--- config.mk ---
export PLATFORM = sky130hd
export DESIGN_NAME = actr_keysched
export DESIGN_NICKNAME = d
export VERILOG_FILES = /design/src/design/actr_pkg.sv /design/src/design/actr_keysched.sv
export SDC_FILE = /design/constraint.sdc
export NUM_CORES = 2
export LEC_CHECK = 0
export ABC_AREA = 0
export ABC_CLOCK_PERIOD_IN_PS = 24000
export BUFFER_PORTS_ARGS = -buffer_cell sky130_fd_sc_hd__buf_2
export CORE_AREA = 3 3 601 603
export CTS_CLUSTER_SIZE = 16
export DETAILED_ROUTE_END_ITERATION = 16
export DIE_AREA = 0 0 604 606
export SLEW_MARGIN = 20
export SYNTH_ARGS = -nofsm -noshare
export SYNTH_HDL_FRONTEND = slang
export SYNTH_SLANG_ARGS = --single-unit
--- constraint.sdc ---
create_clock -name clock -period 24 [get_ports clock]
set_clock_uncertainty 0.1 [all_clocks]
set_input_delay 3.6 -clock clock [delete_from_list [all_inputs] [get_ports clock]]
set_output_delay 3.6 -clock clock [all_outputs]
set_load 0.02 [all_outputs]
--- src/design/actr_pkg.sv ---
package actr_pkg;

   // Block and field widths
   localparam int unsigned BLOCK_BITS  = 128;
   localparam int unsigned BLOCK_BYTES = 16;
   localparam int unsigned NUM_ROUNDS  = 10;
   localparam int unsigned CTR_BITS    = 32;
   localparam int unsigned COUNT_BITS  = 5;
   localparam int unsigned CSR_DATA_W  = 64;

   localparam logic [CTR_BITS-1:0]   CTR_START = 32'h0000_0001;
   localparam logic [COUNT_BITS-1:0] COUNT_MAX = 5'd16;
   localparam logic [7:0]            RCON_FIRST = 8'h01;

   typedef logic [BLOCK_BITS-1:0] block_type;

   // Register map of the csr channel
   typedef enum logic [1:0] {
      CSR_KEY_HIGH   = 2'd0,
      CSR_KEY_LOW    = 2'd1,
      CSR_NONCE_HIGH = 2'd2,
      CSR_NONCE_LOW  = 2'd3
   } csr_idx_type;

   // Key schedule status toward the datapath
   typedef struct packed {
      logic busy;
   } ks_status_type;

   localparam logic [7:0] SBOX [256] = '{
      8'h63,8'h7c,8'h77,8'h7b,8'hf2,8'h6b,8'h6f,8'hc5,8'h30,8'h01,8'h67,8'h2b,8'hfe,8'hd7,8'hab,8'h76,
      8'hca,8'h82,8'hc9,8'h7d,8'hfa,8'h59,8'h47,8'hf0,8'had,8'hd4,8'ha2,8'haf,8'h9c,8'ha4,8'h72,8'hc0,
      8'hb7,8'hfd,8'h93,8'h26,8'h36,8'h3f,8'hf7,8'hcc,8'h34,8'ha5,8'he5,8'hf1,8'h71,8'hd8,8'h31,8'h15,
      8'h04,8'hc7,8'h23,8'hc3,8'h18,8'h96,8'h05,8'h9a,8'h07,8'h12,8'h80,8'he2,8'heb,8'h27,8'hb2,8'h75,
      8'h09,8'h83,8'h2c,8'h1a,8'h1b,8'h6e,8'h5a,8'ha0,8'h52,8'h3b,8'hd6,8'hb3,8'h29,8'he3,8'h2f,8'h84,
      8'h53,8'hd1,8'h00,8'hed,8'h20,8'hfc,8'hb1,8'h5b,8'h6a,8'hcb,8'hbe,8'h39,8'h4a,8'h4c,8'h58,8'hcf,
      8'hd0,8'hef,8'haa,8'hfb,8'h43,8'h4d,8'h33,8'h85,8'h45,8'hf9,8'h02,8'h7f,8'h50,8'h3c,8'h9f,8'ha8,
      8'h51,8'ha3,8'h40,8'h8f,8'h92,8'h9d,8'h38,8'hf5,8'hbc,8'hb6,8'hda,8'h21,8'h10,8'hff,8'hf3,8'hd2,
      8'hcd,8'h0c,8'h13,8'hec,8'h5f,8'h97,8'h44,8'h17,8'hc4,8'ha7,8'h7e,8'h3d,8'h64,8'h5d,8'h19,8'h73,
      8'h60,8'h81,8'h4f,8'hdc,8'h22,8'h2a,8'h90,8'h88,8'h46,8'hee,8'hb8,8'h14,8'hde,8'h5e,8'h0b,8'hdb,
      8'he0,8'h32,8'h3a,8'h0a,8'h49,8'h06,8'h24,8'h5c,8'hc2,8'hd3,8'hac,8'h62,8'h91,8'h95,8'he4,8'h79,
      8'he7,8'hc8,8'h37,8'h6d,8'h8d,8'hd5,8'h4e,8'ha9,8'h6c,8'h56,8'hf4,8'hea,8'h65,8'h7a,8'hae,8'h08,
      8'hba,8'h78,8'h25,8'h2e,8'h1c,8'ha6,8'hb4,8'hc6,8'he8,8'hdd,8'h74,8'h1f,8'h4b,8'hbd,8'h8b,8'h8a,
      8'h70,8'h3e,8'hb5,8'h66,8'h48,8'h03,8'hf6,8'h0e,8'h61,8'h35,8'h57,8'hb9,8'h86,8'hc1,8'h1d,8'h9e,
      8'he1,8'hf8,8'h98,8'h11,8'h69,8'hd9,8'h8e,8'h94,8'h9b,8'h1e,8'h87,8'he9,8'hce,8'h55,8'h28,8'hdf,
      8'h8c,8'ha1,8'h89,8'h0d,8'hbf,8'he6,8'h42,8'h68,8'h41,8'h99,8'h2d,8'h0f,8'hb0,8'h54,8'hbb,8'h16
   };

   // GF(2^8) doubling
   function automatic logic [7:0] xtime(input logic [7:0] b);
      return {b[6:0], 1'b0} ^ (b[7] ? 8'h1b : 8'h00);
   endfunction

   // One cipher round: SubBytes, ShiftRows, MixColumns (skipped on last), AddRoundKey.
   // Byte i of a block sits at bits [127-8i -: 8].
   function automatic block_type aes_round(input block_type s, input block_type rk,
                                           input logic last);
      logic [7:0] a [16];
      logic [7:0] t [16];
      logic [7:0] x;
      block_type  r;
      for (int i = 0; i < 16; i++) begin
         a[i] = s[127-8*i -: 8];
      end
      for (int c = 0; c < 4; c++) begin
         for (int k = 0; k < 4; k++) begin
            t[k+4*c] = SBOX[a[k+4*((c+k)%4)]];
         end
      end
      if (!last) begin
         for (int c = 0; c < 4; c++) begin
            x = t[4*c] ^ t[4*c+1] ^ t[4*c+2] ^ t[4*c+3];
            a[4*c]   = t[4*c]   ^ x ^ xtime(t[4*c]   ^ t[4*c+1]);
            a[4*c+1] = t[4*c+1] ^ x ^ xtime(t[4*c+1] ^ t[4*c+2]);
            a[4*c+2] = t[4*c+2] ^ x ^ xtime(t[4*c+2] ^ t[4*c+3]);
            a[4*c+3] = t[4*c+3] ^ x ^ xtime(t[4*c+3] ^ t[4*c]);
         end
      end else begin
         for (int i = 0; i < 16; i++) begin
            a[i] = t[i];
         end
      end
      for (int i = 0; i < 16; i++) begin
         r[127-8*i -: 8] = a[i];
      end
      return r ^ rk;
   endfunction

endpackage

--- src/design/actr_keysched.sv ---
module actr_keysched (
   input  logic                    clock,
   input  logic                    reset,
   input  logic                    start,
   input  actr_pkg::block_type     key,
   output actr_pkg::block_type     round_keys [actr_pkg::NUM_ROUNDS+1],
   output actr_pkg::ks_status_type status
);
   import actr_pkg::*;

   logic [3:0] step_ff, step_in;
   logic       busy_ff, busy_in;
   logic [7:0] rcon_ff, rcon_in;
   block_type  prev_ff, prev_in;
   block_type  rk_ff [NUM_ROUNDS+1];
   block_type  next_key;

   // Next round key from the previous one
   function automatic block_type key_next(input block_type p, input logic [7:0] rc);
      logic [31:0] t;
      logic [31:0] w0, w1, w2, w3;
      t  = {SBOX[p[23:16]] ^ rc, SBOX[p[15:8]], SBOX[p[7:0]], SBOX[p[31:24]]};
      w0 = p[127:96] ^ t;
      w1 = p[95:64] ^ w0;
      w2 = p[63:32] ^ w1;
      w3 = p[31:0] ^ w2;
      return {w0, w1, w2, w3};
   endfunction

   assign next_key = key_next(prev_ff, rcon_ff);

   // Step sequencer: one round key per cycle, rerun after reset and every key write
   always_comb begin
      step_in = step_ff;
      busy_in = busy_ff;
      rcon_in = rcon_ff;
      prev_in = prev_ff;
      if (start) begin
         step_in = '0;
         busy_in = 1'b1;
      end else if (busy_ff) begin
         if (step_ff == 4'd0) begin
            prev_in = key;
            rcon_in = RCON_FIRST;
         end else begin
            prev_in = next_key;
            rcon_in = xtime(rcon_ff);
         end
         if (step_ff == 4'(NUM_ROUNDS)) begin
            busy_in = 1'b0;
         end else begin
            step_in = step_ff + 4'd1;
         end
      end
   end

   always_ff @(posedge clock) begin
      if (reset) begin
         step_ff <= '0;
         busy_ff <= 1'b1;
      end else begin
         step_ff <= step_in;
         busy_ff <= busy_in;
      end
   end

   always_ff @(posedge clock) begin
      rcon_ff <= rcon_in;
      prev_ff <= prev_in;
      if (busy_ff && !start) begin
         rk_ff[step_ff] <= (step_ff == 4'd0) ? key : next_key;
      end
   end

   assign round_keys  = rk_ff;
   assign status.busy = busy_ff;

`ifndef NO_ASSERTIONS
   a_step_range: assert property (@(posedge clock) disable iff (reset)
      step_ff <= 4'(NUM_ROUNDS))
      else $error("key schedule step out of range");
   a_start_busy: assert property (@(posedge clock) disable iff (reset)
      start |=> busy_ff && step_ff == 4'd0)
      else $error("key write did not restart the schedule");
   a_done: assert property (@(posedge clock) disable iff (reset)
      (busy_ff && step_ff == 4'(NUM_ROUNDS) && !start) |=> !busy_ff)
      else $error("key schedule did not finish");
`endif
endmodule

==> summary.md <==
| Metric | Value |
|---|---|
| Share of layout cells above drive strength 1 | 37.1% |
| Finished Cell Area | 84600 um^2 |
| DR iter-0 viols | 6056 |
| Req. time, crit path | 24340 ps |
| Crit path cell chain | buf_2 > nand2b_1 > nor3b_1 > and2_4 > buf_4 > buf_4 |
| Synth Cell Area | 65100 um^2 |
| Chip width | 604 um |
| Post-synth EDFFs | 1544 |
| Met1 Use GR | 19.7% |
| Synth Net Count | 4483 |
| Clk sinks | 1549 |
| Ranking of synthesized cells by area | edfxtp_1, mux4_2, a21oi_1 |
| Distinct cell type count of the synthesized netlist | 108 |
| Fraction of registers with async set/reset | 0% |
| Final min period | 6620 ps |
| Fin nets | 6041 |
| Largest net degree at the start of global routing | 140 |
| CORE AREA | 356000 um^2 |
| Synth Flop Type | edfxtp_1 |
| Combinational share of power | 26.0% |
| Post_cts resized | 0 |
| Post-Syn Instances | 4292 |
| Antenna-violating nets left | 0 |
| Hpwl dp | 218 mm |
| Most frequent cells in the layout | edfxtp_1, buf_2, nand2_1 |
| CTS clk-pin slew, worst paths | 60 ps |
| Hold crit path type | flip-flop to flip-flop |
| Avg Cell Area, Syn | 15.2 um^2 |
| Post-synth top area cell | edfxtp_1 |
| Finished Core Util | 23.8% |
| Clock share of power | 33.5% |
| IO buf count | 1539 |
| VDD IR max | 0.0620 mV |
| Drt wl/cell | 28.3 um |
| Sequential element share of the synthesized area | 71.4% |
| Met3 GRT Util | 3.45% |
| Die area | 366000 um^2 |
| Min-delay src | rcon_ff[4] |
| Final worst setup slack | 17380 ps |
| Slew @ Worst Pin | 1140 ps |
| Core Rows | 219 |
| Final hold vios | 0 |
| Setup bufs post-CTS | 0 |
| Seq pwr share | 40.6% |
| Worst setup startpoint | start |
| H-tree level count | 4 |
| Post-route DRC | 0 |
| TritonCTS buffer count | 176 |
| Switching power | 2.68 mW |
| CTS tree | yes |
| Gr ovfl total | 0 |
| Initial antenna violation count | 88 |
| Final worst-path cycle share | 27.6% |
| Max stage delay cell, worst path | buf_4 |
| Most common cell after layout, fill and taps aside | edfxtp_1 |
| Leak | 30.1 nW |
| First-pass DRT Iterations | 6 |
| Crit path max fanout | 45 |
| RSZ-0062 raised after global routing | false |
| Most Used Layer, Global Route | met2 |
| Final wirelength | 305 mm |
| Status | finished clean |
| Routed vias/inst | 4.44 |
| Critical Path End Type | flip-flop |
| Dpl cell area | 78800 um^2 |
| M2 GR Usage | 26.7% |
| Crit-path max cell delay | 840 ps |
| Slew margin rel. | 22.0% |
| # fillers | 37144 |
| Max Freq | 0.151 GHz |
| Synth Register Bits | 1549 |
| Gpl congestion | 0.959 |
| Total Power | 8.03 mW |
| Max-cap violations | 0 |
| CP dominant cell by count | buf_4 |
| PD cells | 95.0 nW/um^2 |
| Global Route Usage Sum | 15.7% |
| Crit path launch type | input pin |
| Worst Path Arrival | 6960 ps |
| Cts hold-fix bufs | 0 |
| Area Overhead vs Synth | 30.0% |
| Vias in the first global route | 45829 |
| Max Transition Viols Final | 0 |
| CP Class | input pin to flip-flop |
| Non-filler cells, final | 10770 |
| IO Count | 1540 |
| First-pass GRT wire length | 402 mm |
| FF-to-FF Start | prev_ff[24] |
| Clock tree buffer depth | 4 |
| Net Sw Frac | 33.4% |
| Die Y-Extent | 606 um |
| Fin Hold WS | 493 ps |
| Initial Util | 18.3% |
| Post-synth top area share | 71.3% |
| Final setup viols | 0 |
| Vias post-DR | 47850 |
| Placed insts | 10423 |
| Ys Warns | 0 |
| Internal Pwr Total | 5.35 mW |
| Pre-CTS setup slack | 16450 ps |
| Setup TNS | 0 ps |
| Root buf cell | clkbuf_16 |
| Clock Latency Late Sink | 860 ps |
==> cells in the mapped netlist (all sizes together) (14+ instances only) <==
library cell	n
or3	32
a21o	24
mux2i	54
nor2	240
mux2	15
nor3b	21
nor3	74
xor2	60
a31oi	51
xnor2	115
a221oi	20
a2111oi	16
o22ai	21
ha	60
mux4	74
o21ai	213
nand2b	99
or2	21
o221ai	22
nor2b	58
o31ai	27
o211ai	47
and3	14
nand2	276
o311ai	31
edfxtp	1544
nand3b	15
a311oi	41
xnor3	18
buf	201
a211o	17
and2	39
a311o	15
o21a	14
nand3	77
clkbuf	125
a211oi	41
a21oi	222
nand4	21
inv	49
==> state kept, by name (all words and copies together) (netlist names) <==
name / cells
prev_ff: 128
rcon_ff: 8
round_keys: 1408
status: 1
step_ff: 4
==> cell families (layout without fill, tap and decap cells) <==
group | after synthesis | count (layout) | share of synthesized area, %
multiplexers | 143 | 143 | 3.67
other | 0 | 30 | 0
AO/OA/AOI/OAI | 933 | 933 | 9.68
XOR/XNOR | 196 | 196 | 3.24
flip-flops | 1549 | 1549 | 71.4
buffers and inverters | 379 | 2076 | 2.91
adder cells (fa/ha/maj) | 60 | 60 | 1.15
AND/OR/NAND/NOR | 1032 | 1032 | 7.93
==> power by group through the flow <==
stage | clock (mW) | sequential [mW] | combinational (mW)
finish | 2.69 | 3.26 | 2.09
global route | 2.86 | 3.27 | 2.23
CTS | 2.77 | 3.26 | 2.11
detailed placement | 0 | 3.32 | 2.10
global placement | 0 | 3.31 | 2.10
floorplan | 0 | 3.37 | 1.11
==> area by class of cell <==
type | count | area (um^2) | share of cell area, %
Clock buffer | 219 | 4610 | 5.45
Inverter | 53 | 206 | 0.244
Tap cell | 4751 | 5940 | 7.03
Multi-Input combinational cell | 2364 | 17200 | 20.4
Timing Repair Buffer | 1706 | 8970 | 10.6
Clock inverter | 98 | 1060 | 1.25
Sequential cell | 1549 | 46500 | 54.9
Antenna cell | 30 | 75.1 | 0.0888
==> worst max-delay path: cells and delay by family <==
kind,cells,cell delay (ps)
buffers and inverters,3,1660
and+or+nand+nor,3,1510
==> metal layers <==
metal / vias up / routed length (um)
met5: - / 192
met4: 28 / 9700
met3: 466 / 26500
met2: 3043 / 150000
met1: 24515 / 119000
li1: 19798 / -
==> worst paths after layout <==
kind	slack, ps	cells after the start	end
max	17380	6	round_keys[890]
min	490	1	rcon_ff[5]
max reg2reg	17700	12	round_keys[677]
min reg2reg	490	1	rcon_ff[5]
Note: power is estimated with default switching activity, not from simulation.
